## src/vbyte_integer_codec_defines.svh

```systemverilog
// ----------------------------------------------------------------------------
// vbyte integer codec assertion macros
// Shared concurrent assertion forms; each expects clk and rst_n in scope.
// ----------------------------------------------------------------------------
`ifndef VBYTE_INTEGER_CODEC_DEFINES_SVH
`define VBYTE_INTEGER_CODEC_DEFINES_SVH

// same-cycle implication, disabled during reset
`define VBIC_ASSERT(lbl, ante, cons, msg) \
  lbl: assert property (@(posedge clk) disable iff (!rst_n) (ante) |-> (cons)) \
    else $error(msg);

// next-cycle implication, disabled during reset
`define VBIC_ASSERT_NEXT(lbl, ante, cons, msg) \
  lbl: assert property (@(posedge clk) disable iff (!rst_n) (ante) |=> (cons)) \
    else $error(msg);

`endif

```

## src/vbic_pkg.sv

```systemverilog
// ----------------------------------------------------------------------------
// vbic_pkg
// Widths, codes and the job type shared by the vbyte integer codec.
// ----------------------------------------------------------------------------
`default_nettype none

package vbic_pkg;

  // field widths
  localparam int ENC_WIDTH  = 64;
  localparam int DEC_WIDTH  = 32;
  localparam int BYTE_W     = 8;
  localparam int GRP_BITS   = 7;
  localparam int ENC_GROUPS = (ENC_WIDTH + GRP_BITS - 1) / GRP_BITS;
  localparam int LEN_W      = 4;

  // decode state
  localparam int ACC_W     = 28;
  localparam int DEC_BYTES = 5;
  localparam int IDX_W     = 3;

  // queue between front and back
  localparam int Q_DEPTH = 4;
  localparam int Q_AW    = $clog2(Q_DEPTH);
  localparam int Q_CW    = $clog2(Q_DEPTH + 1);

  typedef enum logic {
    DIR_ENCODE = 1'b0,
    DIR_DECODE = 1'b1
  } dir_t;

  // one unit of work for the back end
  typedef struct packed {
    dir_t                 mode;
    logic [ENC_WIDTH-1:0] data;
    logic [LEN_W-1:0]     len;
  } job_t;

endpackage

`default_nettype wire

```

## src/vbic_if.sv

```systemverilog
// ----------------------------------------------------------------------------
// vbic channel interfaces
// Valid/ready channels for input items and result words.
// ----------------------------------------------------------------------------
`default_nettype none

interface vbic_in_if;
  import vbic_pkg::*;

  logic                 valid;
  logic                 ready;
  logic [ENC_WIDTH-1:0] enc_value;
  logic [BYTE_W-1:0]    dec_byte;

  modport source (output valid, output enc_value, output dec_byte, input ready);
  modport sink   (input valid, input enc_value, input dec_byte, output ready);
endinterface

interface vbic_out_if;
  import vbic_pkg::*;

  logic                 valid;
  logic                 ready;
  logic [BYTE_W-1:0]    out_byte;
  logic [DEC_WIDTH-1:0] out_value;
  logic [LEN_W-1:0]     encoded_length;
  logic                 last;

  modport source (output valid, output out_byte, output out_value,
                  output encoded_length, output last, input ready);
  modport sink   (input valid, input out_byte, input out_value,
                  input encoded_length, input last, output ready);
endinterface

`default_nettype wire

```

## src/vbic_front.sv

```systemverilog
// ----------------------------------------------------------------------------
// vbic_front
// Accepts input words, holds the direction register and the decode
// accumulator, and turns each encode value or completed decode value into a job for the back end.
// ----------------------------------------------------------------------------
`default_nettype none
`include "vbyte_integer_codec_defines.svh"

module vbic_front (
  input  wire logic   clk,
  input  wire logic   rst_n,
  input  wire logic   cfg_we,
  input  wire logic   cfg_wdata,
  vbic_in_if.sink     in_ch,
  input  wire logic   q_full,
  output logic        push,
  output vbic_pkg::job_t push_job
);
  import vbic_pkg::*;

  dir_t             dir_r;
  logic [ACC_W-1:0] acc_r, acc_nxt;
  logic [IDX_W-1:0] byte_idx_r, byte_idx_nxt;

  logic                 accept;
  logic [IDX_W-1:0]     idx_eff;
  logic                 term;
  logic [DEC_WIDTH+GRP_BITS-1:0] merged;

  // minimal byte count: one plus each nonzero higher group boundary
  function automatic logic [LEN_W-1:0] enc_length(logic [ENC_WIDTH-1:0] v);
    logic [LEN_W-1:0] n;
    n = LEN_W'(1);
    for (int k = 1; k < ENC_GROUPS; k++) begin
      if ((v >> (GRP_BITS * k)) != '0) n = n + 1'b1;
    end
    return n;
  endfunction

  // direction register
  always_ff @(posedge clk) begin
    if (!rst_n) begin
      dir_r <= DIR_ENCODE;
    end else if (cfg_we) begin
      dir_r <= dir_t'(cfg_wdata);
    end
  end

  assign in_ch.ready = !q_full;
  assign accept      = in_ch.valid && in_ch.ready;

  // merge the new group into the accumulator
  always_comb begin
    idx_eff = (byte_idx_r >= IDX_W'(DEC_BYTES - 1)) ? IDX_W'(DEC_BYTES - 1) : byte_idx_r;
    term    = in_ch.dec_byte[BYTE_W-1] || (idx_eff == IDX_W'(DEC_BYTES - 1));
    merged  = (DEC_WIDTH+GRP_BITS)'(acc_r)
            | ((DEC_WIDTH+GRP_BITS)'(in_ch.dec_byte[GRP_BITS-1:0]) << (GRP_BITS * idx_eff));
  end

  // classify the item and build its job
  always_comb begin
    acc_nxt      = acc_r;
    byte_idx_nxt = byte_idx_r;
    push         = 1'b0;
    push_job     = '0;
    if (accept) begin
      if (dir_r == DIR_ENCODE) begin
        push          = 1'b1;
        push_job.mode = DIR_ENCODE;
        push_job.data = in_ch.enc_value;
        push_job.len  = enc_length(in_ch.enc_value);
      end else if (term) begin
        push          = 1'b1;
        push_job.mode = DIR_DECODE;
        push_job.data = ENC_WIDTH'(merged[DEC_WIDTH-1:0]);
        push_job.len  = '0;
        acc_nxt       = '0;
        byte_idx_nxt  = '0;
      end else begin
        acc_nxt      = merged[ACC_W-1:0];
        byte_idx_nxt = idx_eff + 1'b1;
      end
    end
  end

  // decode state
  always_ff @(posedge clk) begin
    if (!rst_n) begin
      acc_r      <= '0;
      byte_idx_r <= '0;
    end else begin
      acc_r      <= acc_nxt;
      byte_idx_r <= byte_idx_nxt;
    end
  end

  `VBIC_ASSERT(a_idx_range, 1'b1, byte_idx_r < IDX_W'(DEC_BYTES), "decode byte index out of range")

endmodule

`default_nettype wire

```

## src/vbic_queue.sv

```systemverilog
// ----------------------------------------------------------------------------
// vbic_queue
// Short job queue that decouples the front end from the back end.
// ----------------------------------------------------------------------------
`default_nettype none
`include "vbyte_integer_codec_defines.svh"

module vbic_queue (
  input  wire logic            clk,
  input  wire logic            rst_n,
  input  wire logic            push,
  input  wire vbic_pkg::job_t  push_job,
  output logic                 full,
  input  wire logic            pop,
  output logic                 pop_valid,
  output vbic_pkg::job_t       pop_job
);
  import vbic_pkg::*;

  job_t            mem_r [Q_DEPTH];
  logic [Q_AW-1:0] wr_ptr_r, rd_ptr_r;
  logic [Q_CW-1:0] count_r, count_nxt;

  assign full      = (count_r == Q_CW'(Q_DEPTH));
  assign pop_valid = (count_r != '0);
  assign pop_job   = mem_r[rd_ptr_r];

  // storage
  always_ff @(posedge clk) begin
    if (push) begin
      mem_r[wr_ptr_r] <= push_job;
    end
  end

  // occupancy
  always_comb begin
    count_nxt = count_r;
    if (push && !pop) count_nxt = count_r + 1'b1;
    else if (!push && pop) count_nxt = count_r - 1'b1;
  end

  // pointers
  always_ff @(posedge clk) begin
    if (!rst_n) begin
      wr_ptr_r <= '0;
      rd_ptr_r <= '0;
      count_r  <= '0;
    end else begin
      if (push) wr_ptr_r <= wr_ptr_r + 1'b1;
      if (pop)  rd_ptr_r <= rd_ptr_r + 1'b1;
      count_r <= count_nxt;
    end
  end

  `VBIC_ASSERT(a_no_overflow, push, !full, "push into full queue")
  `VBIC_ASSERT(a_no_underflow, pop, pop_valid, "pop from empty queue")
  `VBIC_ASSERT_NEXT(a_count_up, push && !pop, count_r == $past(count_r) + 1'b1, "count did not grow")

endmodule

`default_nettype wire

```

## src/vbic_back.sv

```systemverilog
// ----------------------------------------------------------------------------
// vbic_back
// Carries out jobs: splits encode values into bytes, one per cycle while the
// receiver is ready, and passes decoded values through, into a registered output stage.
// ----------------------------------------------------------------------------
`default_nettype none
`include "vbyte_integer_codec_defines.svh"

module vbic_back (
  input  wire logic            clk,
  input  wire logic            rst_n,
  input  wire logic            q_valid,
  input  wire vbic_pkg::job_t  q_job,
  output logic                 pop,
  vbic_out_if.source           out_ch
);
  import vbic_pkg::*;

  // job in progress
  logic             cur_valid_r, cur_valid_nxt;
  job_t             cur_r, cur_nxt;
  logic [LEN_W-1:0] rem_r, rem_nxt;

  // output stage
  logic                 out_valid_r, out_valid_nxt;
  logic [BYTE_W-1:0]    out_byte_r, out_byte_nxt;
  logic [DEC_WIDTH-1:0] out_value_r, out_value_nxt;
  logic [LEN_W-1:0]     out_len_r, out_len_nxt;
  logic                 out_last_r, out_last_nxt;

  logic out_load, emit, final_word;

  assign out_load   = !out_valid_r || out_ch.ready;
  assign emit       = out_load && cur_valid_r;
  assign final_word = (rem_r == LEN_W'(1));
  assign pop        = q_valid && (!cur_valid_r || (emit && final_word));

  // advance the current job and load the next
  always_comb begin
    cur_valid_nxt = cur_valid_r;
    cur_nxt       = cur_r;
    rem_nxt       = rem_r;
    if (emit && !final_word) begin
      cur_nxt.data = cur_r.data >> GRP_BITS;
      rem_nxt      = rem_r - 1'b1;
    end
    if (emit && final_word) cur_valid_nxt = 1'b0;
    if (pop) begin
      cur_valid_nxt = 1'b1;
      cur_nxt       = q_job;
      rem_nxt       = (q_job.mode == DIR_DECODE) ? LEN_W'(1) : q_job.len;
    end
  end

  // build the next output word
  always_comb begin
    out_valid_nxt = out_valid_r && !out_ch.ready;
    out_byte_nxt  = out_byte_r;
    out_value_nxt = out_value_r;
    out_len_nxt   = out_len_r;
    out_last_nxt  = out_last_r;
    if (emit) begin
      out_valid_nxt = 1'b1;
      if (cur_r.mode == DIR_DECODE) begin
        out_byte_nxt  = '0;
        out_value_nxt = cur_r.data[DEC_WIDTH-1:0];
        out_len_nxt   = '0;
        out_last_nxt  = 1'b1;
      end else begin
        out_byte_nxt  = {final_word, cur_r.data[GRP_BITS-1:0]};
        out_value_nxt = '0;
        out_len_nxt   = cur_r.len;
        out_last_nxt  = final_word;
      end
    end
  end

  // control registers
  always_ff @(posedge clk) begin
    if (!rst_n) begin
      cur_valid_r <= 1'b0;
      out_valid_r <= 1'b0;
    end else begin
      cur_valid_r <= cur_valid_nxt;
      out_valid_r <= out_valid_nxt;
    end
  end

  // payload registers
  always_ff @(posedge clk) begin
    cur_r       <= cur_nxt;
    rem_r       <= rem_nxt;
    out_byte_r  <= out_byte_nxt;
    out_value_r <= out_value_nxt;
    out_len_r   <= out_len_nxt;
    out_last_r  <= out_last_nxt;
  end

  assign out_ch.valid          = out_valid_r;
  assign out_ch.out_byte       = out_byte_r;
  assign out_ch.out_value      = out_value_r;
  assign out_ch.encoded_length = out_len_r;
  assign out_ch.last           = out_last_r;

  `VBIC_ASSERT(a_rem_range, cur_valid_r && (cur_r.mode == DIR_ENCODE),
               (rem_r != '0) && (rem_r <= cur_r.len), "byte count outside job length")
  `VBIC_ASSERT(a_dec_last, out_valid_r && (out_len_r == '0), out_last_r,
               "decoded word without last")

endmodule

`default_nettype wire

```

## src/vbyte_integer_codec.sv

```systemverilog
// ----------------------------------------------------------------------------
// vbyte_integer_codec
// Variable-byte integer encoder and decoder, seven data bits per byte.
// ----------------------------------------------------------------------------
// in_ch carries one item per word: enc_value is used in encode mode,
// dec_byte in decode mode. out_ch carries one result per word.
// cfg_we/cfg_wdata write the direction bit (0 encode, 1 decode); write it
// only while no result is pending.
// Encode: a value gives 1 to 10 byte words, the final one with bit 7 and
// last set. Decode: bytes gather into a 32-bit value that leaves as one
// word when a byte with bit 7 set, or the fifth byte, arrives.
// The first result word of an item passes through the job queue, the
// current-job register and the output register. Throughput: one output
// word per cycle from the back end while the receiver is ready, and
// decode takes one byte per cycle while the job queue is not full.
// A four-entry job queue sits between the front and back ends; when the
// receiver stalls, the output register holds and the queue fills, and
// in_ch.ready drops only when the queue is full.
// Reset clears the direction to encode, the decode state and the queue.
// ----------------------------------------------------------------------------
`default_nettype none

module vbyte_integer_codec (
  input  wire logic  clk,
  input  wire logic  rst_n,
  input  wire logic  cfg_we,
  input  wire logic  cfg_wdata,
  vbic_in_if.sink    in_ch,
  vbic_out_if.source out_ch
);
  import vbic_pkg::*;

  logic push, q_full, pop, q_valid;
  job_t push_job, q_job;

  // classify items and keep decode state
  vbic_front u_front (
    .clk      (clk),
    .rst_n    (rst_n),
    .cfg_we   (cfg_we),
    .cfg_wdata(cfg_wdata),
    .in_ch    (in_ch),
    .q_full   (q_full),
    .push     (push),
    .push_job (push_job)
  );

  // job queue
  vbic_queue u_queue (
    .clk      (clk),
    .rst_n    (rst_n),
    .push     (push),
    .push_job (push_job),
    .full     (q_full),
    .pop      (pop),
    .pop_valid(q_valid),
    .pop_job  (q_job)
  );

  // emit result words
  vbic_back u_back (
    .clk    (clk),
    .rst_n  (rst_n),
    .q_valid(q_valid),
    .q_job  (q_job),
    .pop    (pop),
    .out_ch (out_ch)
  );

endmodule

`default_nettype wire

```

## src/flat_wrapper.sv

```systemverilog
// flat-port wrapper written by rule: the top's interface ports become plain ports
module vbyte_integer_codec_flat import vbic_pkg::*;
  (clk, rst_n, cfg_we, cfg_wdata, in_ch_valid, in_ch_enc_value, in_ch_dec_byte, in_ch_ready, out_ch_valid, out_ch_out_byte, out_ch_out_value, out_ch_encoded_length, out_ch_last, out_ch_ready);
  vbic_in_if in_ch_i ();
  vbic_out_if out_ch_i ();
  input  wire logic clk;
  input  wire logic rst_n;
  input  wire logic cfg_we;
  input  wire logic cfg_wdata;
  input wire logic [$bits(in_ch_i.valid)-1:0] in_ch_valid;
  input wire logic [$bits(in_ch_i.enc_value)-1:0] in_ch_enc_value;
  input wire logic [$bits(in_ch_i.dec_byte)-1:0] in_ch_dec_byte;
  output wire logic [$bits(in_ch_i.ready)-1:0] in_ch_ready;
  output wire logic [$bits(out_ch_i.valid)-1:0] out_ch_valid;
  output wire logic [$bits(out_ch_i.out_byte)-1:0] out_ch_out_byte;
  output wire logic [$bits(out_ch_i.out_value)-1:0] out_ch_out_value;
  output wire logic [$bits(out_ch_i.encoded_length)-1:0] out_ch_encoded_length;
  output wire logic [$bits(out_ch_i.last)-1:0] out_ch_last;
  input wire logic [$bits(out_ch_i.ready)-1:0] out_ch_ready;
  assign in_ch_i.valid = in_ch_valid;
  assign in_ch_i.enc_value = in_ch_enc_value;
  assign in_ch_i.dec_byte = in_ch_dec_byte;
  assign in_ch_ready = in_ch_i.ready;
  assign out_ch_valid = out_ch_i.valid;
  assign out_ch_out_byte = out_ch_i.out_byte;
  assign out_ch_out_value = out_ch_i.out_value;
  assign out_ch_encoded_length = out_ch_i.encoded_length;
  assign out_ch_last = out_ch_i.last;
  assign out_ch_i.ready = out_ch_ready;
  vbyte_integer_codec u_core (.clk(clk), .rst_n(rst_n), .cfg_we(cfg_we), .cfg_wdata(cfg_wdata), .in_ch(in_ch_i), .out_ch(out_ch_i));
endmodule
```

## config.mk

```make
export PLATFORM = sky130hd
export DESIGN_NAME = vbyte_integer_codec_flat
export DESIGN_NICKNAME = d
export VERILOG_FILES = /design/src/vbic_pkg.sv /design/src/vbic_if.sv /design/src/vbic_front.sv /design/src/vbic_queue.sv /design/src/vbic_back.sv /design/src/vbyte_integer_codec.sv /design/src/flat_wrapper.sv
export VERILOG_INCLUDE_DIRS = /design/src /design/src/src
export SDC_FILE = /design/constraint.sdc
export NUM_CORES = 1
export LEC_CHECK = 0
export BUFFER_PORTS_ARGS = -buffer_cell sky130_fd_sc_hd__buf_4
export CORE_ASPECT_RATIO = 0.75
export CORE_MARGIN = 2
export CORE_UTILIZATION = 60
export CTS_CLUSTER_DIAMETER = 80
export CTS_CLUSTER_SIZE = 24
export DETAILED_ROUTE_END_ITERATION = 12
export PLACE_DENSITY = 0.79
export SLEW_MARGIN = 25
export SYNTH_ARGS = -nofsm -noshare
export SYNTH_HDL_FRONTEND = slang
export SYNTH_SLANG_ARGS = --single-unit
```

## constraint.sdc

```tcl
create_clock -name clk -period 9.75 [get_ports clk]
set_input_delay 0.975 -clock clk [delete_from_list [all_inputs] [get_ports clk]]
set_output_delay 0.975 -clock clk [all_outputs]
set_load 0.02 [all_outputs]
```

==> results.cfg, run 1 <==
[run_status]
outcome = finished, final reports clean

[timing]
relSlewSlack_pct = 29.73
setup_slack_ns = 3.339
grt_setup_unrepaired = no
maxSlewViolCount = 0
clock_skew_ns = 0.02661
timing.final.crit_share_pct = 65.76
setup_viol = 0
worst_pin_slew_ns = 1.054
tns_ns = 0
holdWs_ns = 0.4803
period_needed_ns = 6.411
hold_viol_final = 0
fmax_mhz = 156.0

[cts]
post_cts_buffers = 0
cts_tree = built
cts_resized = 0
cts-buffers-inserted = 22
path_clk_slew_ns = 0.10
root_buffer = clkbuf_16
cts_hold_buf = 0
ctsHtreeMaxLevel = 1
clk_path_buf_depth = 3
clkLatencyLatePin_ns = 0.55
clkSinkCount = 437

[floorplanning]
dieArea_um2 = 31150
num_io_pins = 125
die_x_um = 203.1
core_area_um2 = 29190
chipHeight_um = 153.3
initial_core_util_pct = 61.13
rows = 54

[place]
place_area_um2 = 19170
pre_cts_ws_ns = 2.782
placed_cells = 1531
place.gp.congestion = 0.8733
port_buffers = 124
dp_hpwl_um = 22930

[worst_setup_path]
max_stage_delay_ns = 0.68
critPathArrivalTime_ns = 6.71
cp-start-kind = input port
cpMaxStageDelayCell = fa_1
crit_fanout = 13
worstPathRequired_ns = 10.04
end_kind = flip-flop
worst-setup-path-type = in2reg
crit_chain = buf_4, nor4_1, nand4_2, or3_1, nor3_2, fa_1, inv_1, xnor2_1, ha_1, nand2_1, a21boi_0, o21ai_0, nor2b_1, mux2_2, ha_1, nand2_1, o21ai_0, a311oi_1, nor3_2, xor2_1, mux2_2

[grt]
grt_pass1_vias = 9342
grt_pass1_wl_um = 55510
grt_overflow = 0
grt_max_degree = 69
grt_usage_pct = 23.67
antenna_found_initial = 0

[yosys]
syn_inst = 1060
synth_edf_count = 394
synth_seq_cells = 437
synthesis.area_um2 = 17840
synth_top_cell_area_share_pct = 66.31
synth-async-reset-ratio_pct = 0
ys_seq_area_share_pct = 71.13
synth_area_leader_cell = edfxtp_1
syn_nets = 1157
synth_ff_type = edfxtp_1
synth_cell_types = 60
synth_area_leaders = edfxtp_1 (66%), mux4_2 (8.7%), dfxtp_1 (4.8%)
syn-mean-instance-area_um2 = 16.83
ys_warn_count = 0

[drt]
via_per_inst = 6.013
route.detailed.drc = 0
dr.pass1.iters = 5
wl_um = 35990
ant_nets = 0
post_drt_wl_per_cell_um = 23.01
via_count = 9404
drtIter0Drc = 878

[cells_and_area]
drive_gt1_share_pct = 26.96
finalCoreUtilization_pct = 67.83
design_area_um2 = 19800
areaGrowthSynthToFinish_pct = 10.95
n_antenna_cell = 0
layoutNonFillerInstCount = 1564
nets = 1260

[worst_hold_path]
hold_class = reg2reg

[pwr]
p_per_area_nw_per_um2 = 266.3
p_leak_nw = 6.784
power_mw = 5.272
ir_worst_vdd_mv = 0.1649

[job]
cap_violations = 0
cells in the final DEF (no fill, tap or decap), drive strengths merged, types with 2 or more instances in the layout:
master and count:
or2b 2, nand2 47, and2 78, nor2b 26
nand4 3, a311oi 2, nor4 8, mux2 60
ha 17, clkbuf 31, edfxtp 394, buf 137
a21oi 68, nand2b 4, nor3 15, o311ai 2
nor2 46, xnor3 2, a32o 4, and3 2
fa 2, xnor2 11, or2 2, inv 19
nand3 9, o21ai 34, o31ai 2, mux2i 5
mux4 69, a21boi 5, xor2 7, dfxtp 43
or3 2
worst max-delay path, delay by kind of cell:
family | cells | cell delay (ns)
buf+inv | 2 | 0.35
compound gates | 4 | 0.82
fa+ha+maj | 3 | 1.28
xor+xnor | 2 | 0.34
mux | 2 | 0.65
simple gates | 8 | 2.28
cell usage after synthesis (3+ instances only):
cell / count
a21boi_0: 5
a21oi_1: 68
a32o_1: 4
and2_1: 76
buf_1: 6
clkbuf_1: 49
dfxtp_1: 43
edfxtp_1: 394
ha_1: 17
inv_1: 17
mux2_2: 59
mux2i_1: 5
mux4_2: 69
nand2_1: 47
nand2b_1: 4
nand3_1: 9
nor2_1: 46
nor2b_1: 26
nor3_1: 13
nor4_1: 5
nor4_4: 3
o21ai_0: 33
xnor2_1: 11
xor2_1: 7
flip-flops by register name (all words and copies together) (netlist names), named ones only:
name and flops:
u_core.u_queue.wr_ptr_r 2, u_core.u_back.out_ch.valid 1, u_core.u_back.out_ch.out_value 32, u_core.u_back.cur_valid_r 1, u_core.u_back.cur_r 69, u_core.u_queue.rd_ptr_r 2, u_core.u_queue.count_r 3, u_core.u_front.byte_idx_r 3
u_core.u_queue.mem_r 276, u_core.u_back.out_ch.encoded_length 4, u_core.u_front.acc_r 28, u_core.u_front.dir_r 1, u_core.u_back.out_ch.last 1, u_core.u_back.out_ch.out_byte 8, u_core.u_back.rem_r 4
metal layers:
| metal | GRT usage (%) | vias up | share of wire [%] |
|---|---|---|---|
| li1 | - | 4247 | - |
| met1 | 36.61 | 4766 | 45 |
| met2 | 36.76 | 337 | 47 |
| met3 | 3.028 | 54 | 6.6 |
| met4 | 5.144 | 0 | 2.3 |
| met5 | 0 | - | 0 |
power breakdown:
part / switching (mW) / internal [mW] / total (mW) / leakage (nW)
clock network: 0.552 / 0.440 / 0.992 / 0.305
logic: 0.804 / 0.687 / 1.49 / 2.38
registers: 0.175 / 2.61 / 2.79 / 4.10
total: 1.53 / 3.74 / 5.27 / 6.78
cells by family after synthesis:
family	count (synthesis)	synth area share, %
fa+ha+maj	19	1.416
flops	437	71.13
simple gates	248	7.720
mux	134	12.80
compound gates	127	4.109
buf+inv	75	1.683
xor+xnor	20	1.143
worst paths after layout:
| check | slack [ns] | depth (start not counted) | end | start |
|---|---|---|---|---|
| max reg2reg | 6.25 | 7 | u_core.u_queue.mem_r[3][37]$_DFFE_PP_ | u_core.u_front.byte_idx_r[2]$_SDFFE_PN0P_ |
| min reg2reg | 0.48 | 2 | u_core.u_front.acc_r[5]$_SDFFE_PN0P_ | u_core.u_front.acc_r[5]$_SDFFE_PN0P_ |
| min | 0.48 | 2 | u_core.u_front.acc_r[5]$_SDFFE_PN0P_ | u_core.u_front.acc_r[5]$_SDFFE_PN0P_ |
| max | 3.34 | 21 | u_core.u_queue.mem_r[2][3]$_DFFE_PP_ | in_ch_enc_value[52] |
final cells by class:
cell class                 count  area, µm²
inverter                      17      63.81
timing repair buffer         137       1032
fill                        1969       9390
tap                          392      490.5
sequential                   437      12700
clock buffer                  31      605.6
clock inverter                 2      22.52
multi-input combinational    548       4886
Power figures use the tool's default switching activity.
==> run 2: changes to the inputs <==
- ABC_AREA: unset -> 1
- clock period: 9.75 -> 6.65 ns (I/O delays scaled with it)
==> run 2 against run 1 <==
Effect of this change:
- non-clock buffer count rose by 11
- count of clock-buffer cells in the layout rose by 8
- global-route usage rose by 2.2 points
- worst setup slack got worse by 2.0 ns
- clock skew fell by 0.0041 ns
- combinational power rose by 64%
- final cell count rose by 43%
- die area rose by 4.0%
- largest cell class unchanged
- largest power group unchanged
==> results.cfg, run 2 <==
[worst_setup_path]
end_kind = flip-flop
reg2reg_setup_slack_ns = 2.22
crit_fanout = 10
cp-start-kind = input port
timing.rr.end = u_core.u_front.acc_r[22]$_SDFFE_PN0P_
worst-setup-path-type = in2reg
critPathArrivalTime_ns = 5.64
crit_start = in_ch_enc_value[61]
r2r.worst_path.cells = 9
worstPathRequired_ns = 7.01
r2r_start = u_core.u_front.byte_idx_r[1]$_SDFFE_PN0P_

[cts]
root_buffer = clkbuf_16
cts_resized = 0
clk_path_buf_depth = 3
post_cts_buffers = 0
cts-buffers-inserted = 22
cts_tree = built
clkLatencyLatePin_ns = 0.55
ctsHtreeMaxLevel = 1
cts_hold_buf = 0
path_clk_slew_ns = 0.10
clkSinkCount = 437

[cells_and_area]
nets = 1914
layoutNonFillerInstCount = 2232
regMostFlops = u_core.u_queue.mem_r
n_antenna_cell = 0
final_common_cell = nor2_1
largest_register_ffs = 276
fillers = 2211
final_cell_mix = nor2_1 (442), edfxtp_1 (394), o21ai_0 (185)
drive_gt1_share_pct = 12.77
areaGrowthSynthToFinish_pct = 10.98

[floorplanning]
core_area_um2 = 30280
die_x_um = 207.2
num_io_pins = 125
initial_core_util_pct = 61.34
chipHeight_um = 156.4
dieArea_um2 = 32390
rows = 55

[place]
placed_cells = 2192
dp_hpwl_um = 26740
place.gp.congestion = 0.9172
port_buffers = 124
pre_cts_ws_ns = 0.8788

[worst_hold_path]
hold_class = in2reg
min_path_cells = 4
min_delay_worst_endpoint = u_core.u_back.out_ch.valid$_SDFF_PN0_
hold_start = out_ch_ready

[timing]
clock_skew_ns = 0.02248
maxSlewViolCount = 0
grt_setup_unrepaired = no
relSlewSlack_pct = 34.26
period_needed_ns = 5.281
fmax_mhz = 189.4
setup_viol = 0
hold_viol_final = 0
setup_slack_ns = 1.369
worst_pin_slew_ns = 0.9838
timing.final.crit_share_pct = 79.42
tns_ns = 0

[pwr]
power_mw = 8.046
p_per_area_nw_per_um2 = 390.3
p_leak_nw = 7.901
ir_worst_vdd_mv = 0.2069

[yosys]
ys_warn_count = 0
ys_seq_area_share_pct = 68.34
syn-mean-instance-area_um2 = 10.75
synth_seq_cells = 437
yosysMostFrequentCell = nor2_1
synth_area_leader_cell = edfxtp_1
synthTopCellsByCount = nor2_1 (449), edfxtp_1 (394), o21ai_0 (185)
syn_nets = 1824
synth_cell_types = 41
synth_edf_count = 394
synth_top_cell_area_share_pct = 63.70
synth_ff_type = edfxtp_1
synthesis.area_um2 = 18570
synth_area_leaders = edfxtp_1 (64%), nor2_1 (9.1%), o21ai_0 (5.0%)
syn_inst = 1727
synth-async-reset-ratio_pct = 0

[run_status]
outcome = finished, final reports clean

[drt]
via_per_inst = 5.723
dr.pass1.iters = 6
via_count = 12773
route.detailed.drc = 0
post_drt_wl_per_cell_um = 18.95
ant_nets = 0
drtIter0Drc = 1186
wl_um = 42290

[grt]
grt_overflow = 0
antenna_found_initial = 0
grt_pass1_wl_um = 65530
grt_pass1_vias = 12012
grt_max_degree = 79
grt_usage_pct = 25.89

[job]
cap_violations = 0
## run 2: cell count changes in the layout (fill, tap and decap cells not counted), sizes merged, moves of 69 or more
cell / change
and2: -77
inv: +138
mux4: -69
nand2: +137
nor2: +416
o21ai: +155
## run 2: routing by layer
metal | vias up | wire length [µm] | track usage (%)
met5 | - | 0 | 0
met3 | 74 | 3738 | 4.154
li1 | 6067 | - | -
met1 | 6056 | 17130 | 35.26
met2 | 576 | 20130 | 43.27
met4 | 0 | 1294 | 8.333
## run 2: critical path, cell delays in order
cell and delay [ns]:
buf_4 0.11, nor2_1 0.16, nand2_2 0.12, nor2_8 0.23, nand2_4 0.09, nor2_1 0.13, inv_1 0.06, nor4_1 0.22
buf_4 0.19, fa_1 0.47, ha_1 0.30, or2_2 0.33, nand2_1 0.12, nor2_1 0.06, o31ai_2 0.28, ha_1 0.28
or2_2 0.31, and2_1 0.20, o21ai_0 0.16, nand2_1 0.08, ha_1 0.28, nor2_1 0.12, a31oi_2 0.07, ha_1 0.23
nand3_1 0.08, nand2_1 0.05, nor2_1 0.22
## run 2: stage by stage
stage	utilization, %	hold WS [ns]	area, µm²
5_1_grt	68.07	0.4104	20610
3_3_place_gp	65.82	0.4336	19930
3_5_place_dp	65.91	0.4413	19960
2_1_floorplan	-	0.4254	18570
4_1_cts	68.07	0.3597	20610
6_report	68.07	0.3769	20610
## run 2: logic make-up after synthesis
| group | count (synthesis) | share of synthesized area, % |
|---|---|---|
| AO/OA/AOI/OAI | 329 | 9.869 |
| buffers and inverters | 242 | 4.925 |
| AND/OR/NAND/NOR | 698 | 15.41 |
| adder cells (fa/ha/maj) | 19 | 1.361 |
| flip-flops | 437 | 68.34 |
| XOR/XNOR | 2 | 0.09433 |
## run 2: worst max-delay path by stage
stage,end,slack (ns),cells after the start
floorplan,u_core.u_queue.mem_r[0][1]$_DFFE_PP_,1.19,24
global placement,u_core.u_queue.mem_r[0][1]$_DFFE_PP_,1.04,26
detailed placement,u_core.u_queue.mem_r[3][1]$_DFFE_PP_,0.88,26
CTS,u_core.u_queue.mem_r[0][2]$_DFFE_PP_,1.43,27
global route,u_core.u_queue.mem_r[2][2]$_DFFE_PP_,1.03,26
finish,u_core.u_queue.mem_r[0][2]$_DFFE_PP_,1.37,27
## run 2: cell type report
type / instances / area [µm²] / share of cell area [%]
Clock buffer: 39 / 635.6 / 3.084
Inverter: 160 / 600.6 / 2.914
Timing Repair Buffer: 148 / 1144 / 5.548
Clock inverter: 1 / 20.02 / 0.09712
Multi-Input combinational cell: 1048 / 5016 / 24.34
Sequential cell: 437 / 12700 / 61.60
Tap cell: 399 / 499.2 / 2.422
## run 2: power breakdown
| group | switching, mW | internal (mW) | total (mW) | leakage, nW |
|---|---|---|---|---|
| clock | 0.822 | 0.662 | 1.48 | 0.312 |
| sequential | 0.258 | 3.85 | 4.11 | 4.11 |
| combinational | 1.72 | 0.724 | 2.45 | 3.48 |
==> run 3: changes to the inputs <==
- ABC_AREA: 1 -> 0
- clock period: 6.65 -> 5 ns (I/O delays scaled with it)
==> run 3 against run 2 <==
Effect of this change:
- via count decreased by 24%
- power increased by 29%
- worst hold slack lost 0.15 ns
- design area down 1.3%
- combinational power rose by 18%
- final cell count shrank 27%
- first-iteration DRC count down 13%
- critical endpoint is now u_core.u_queue.mem_r[3][3]$_DFFE_PP_
==> results.cfg, run 3 (synthesis gave the netlist of run 1 again) <==
[worst_setup_path]
crit_fanout = 4
worstPathRequired_ns = 5.30
worst-setup-path-type = in2reg
critPathArrivalTime_ns = 5.24
cp-start-kind = input port
end_kind = flip-flop

[cells_and_area]
fillers = 1879
drive_gt1_share_pct = 30.81
nets = 1308
final_cell_mix = edfxtp_1 (394), buf_4 (177), and2_1 (72)
largest_register_ffs = 276
n_antenna_cell = 0
areaGrowthSynthToFinish_pct = 14.03
regMostFlops = u_core.u_queue.mem_r
final_common_cell = edfxtp_1
finalCoreUtilization_pct = 69.71

[drt]
post_drt_wl_per_cell_um = 23.03
dr.pass1.iters = 6
via_count = 9683
ant_nets = 0
route.detailed.drc = 0
wl_um = 37290
via_per_inst = 5.981
drtIter0Drc = 1033

[cts]
clkLatencyLatePin_ns = 0.54
ctsHtreeMaxLevel = 1
cts_hold_buf = 0
clkSinkCount = 437
clk_path_buf_depth = 3
root_buffer = clkbuf_16
cts-buffers-inserted = 22
cts_tree = built
path_clk_slew_ns = 0.10

[floorplanning]
dieArea_um2 = 31150
num_io_pins = 125
initial_core_util_pct = 61.13
chipHeight_um = 153.3
core_area_um2 = 29190
die_x_um = 203.1
rows = 54

[place]
port_buffers = 124
dp_hpwl_um = 24520
place.gp.congestion = 0.8709

[job]
cap_violations = 0

[timing]
maxSlewViolCount = 0
timing.final.crit_share_pct = 98.91
relSlewSlack_pct = 33.72
setup_viol = 0
holdWs_ns = 0.2222
worst_pin_slew_ns = 0.9918
period_needed_ns = 4.945
tns_ns = 0
clock_skew_ns = 0.02602
hold_viol_final = 0
fmax_mhz = 202.2
grt_setup_unrepaired = yes

[grt]
grt_overflow = 0
antenna_found_initial = 1
grt_max_degree = 49
grt_pass1_wl_um = 56470
grt_usage_pct = 24.15
met1_usage_pct = 34.82
use_met2_pct = 39.27
busiest_layer = met2
grt_pass1_vias = 9806
grt_util_met3_pct = 3.945

[worst_hold_path]
hold_class = in2reg

[pwr]
p_per_area_nw_per_um2 = 509.0
p_leak_nw = 7.086
ir_worst_vdd_mv = 0.3506

[run_status]
outcome = finished, final reports clean
[run 3: cell types whose count changed in the layout (fill, tap and decap cells not counted), sizes merged, moves of 66 or more]
cell | before | now
a31oi | 66 | 0
and2 | 1 | 78
inv | 157 | 18
mux4 | 0 | 69
nand2 | 184 | 47
nor2 | 462 | 46
o21ai | 189 | 34
[run 3: final cells by class]
| cell class | instances | area (µm²) | share of cell area [%] |
|---|---|---|---|
| flip-flops and latches | 437 | 12700 | 62.40 |
| inverters | 17 | 63.81 | 0.3136 |
| clock inverters | 1 | 20.02 | 0.09839 |
| clock buffers | 39 | 635.6 | 3.124 |
| repair buffers | 185 | 1458 | 7.164 |
| multi-input cells | 548 | 4982 | 24.49 |
| well taps | 392 | 490.5 | 2.411 |
[run 3: through the flow]
stage               cells  setup WS [ns]  instance area (µm²)  total power [mW]
global placement     1573        -0.4252                19590             8.360
global route         1619       -0.08793                20350             10.80
finish               1619        0.05473                20350             10.36
detailed placement   1575        -0.5186                19630             8.482
CTS                  1615        0.06514                20280             10.42
floorplan            1060        -0.3063                17930             7.444
[run 3: path summary, 6_finish.rpt]
path / depth (start not counted) / slack (ns) / endpoint / start
min reg2reg: 2 / 0.47 / u_core.u_front.acc_r[22]$_SDFFE_PN0P_ / u_core.u_front.acc_r[22]$_SDFFE_PN0P_
max: 20 / 0.05 / u_core.u_queue.mem_r[3][3]$_DFFE_PP_ / in_ch_enc_value[29]
max reg2reg: 7 / 1.66 / u_core.u_queue.mem_r[0][60]$_DFFE_PP_ / u_core.u_front.byte_idx_r[2]$_SDFFE_PN0P_
min: 3 / 0.22 / u_core.u_front.dir_r$_SDFFE_PN0P_ / cfg_wdata
[run 3: metal layers]
layer / share of wire, % / routed length [µm] / vias to the layer above
met5: 0 / 0 / -
met4: 2.3 / 853 / 0
met3: 7.0 / 2605 / 50
met2: 48 / 18040 / 362
met1: 42 / 15790 / 4922
li1: - / - / 4349
[run 3: what timing repair did]
item | in CTS | in global routing
resized for setup | 0 | 8
setup endpoints to repair | 0 | 12
setup buffers | 0 | 4
[run 3: power breakdown]
| group | switching [mW] | total [mW] | internal (mW) | leakage, nW |
|---|---|---|---|---|
| Clock | 1.08 | 1.96 | 0.881 | 0.312 |
| Sequential | 0.417 | 5.51 | 5.09 | 4.10 |
| Combinational | 1.50 | 2.89 | 1.39 | 2.67 |
| Total | 3.00 | 10.4 | 7.36 | 7.09 |
[run 3: worst max-delay path, cell delays in order]
cell	delay [ns]
buf_6	0.09
or4_4	0.57
nand4b_4	0.20
or3_4	0.39
buf_6	0.14
nor3_4	0.18
fa_2	0.52
ha_4	0.31
or2b_2	0.32
a21boi_2	0.14
o21ai_1	0.08
nor2b_4	0.15
mux2_4	0.29
ha_4	0.16
nand2_2	0.05
xor2_1	0.15
xnor3_2	0.30
nor3_4	0.17
xor2_1	0.20
mux2_4	0.34
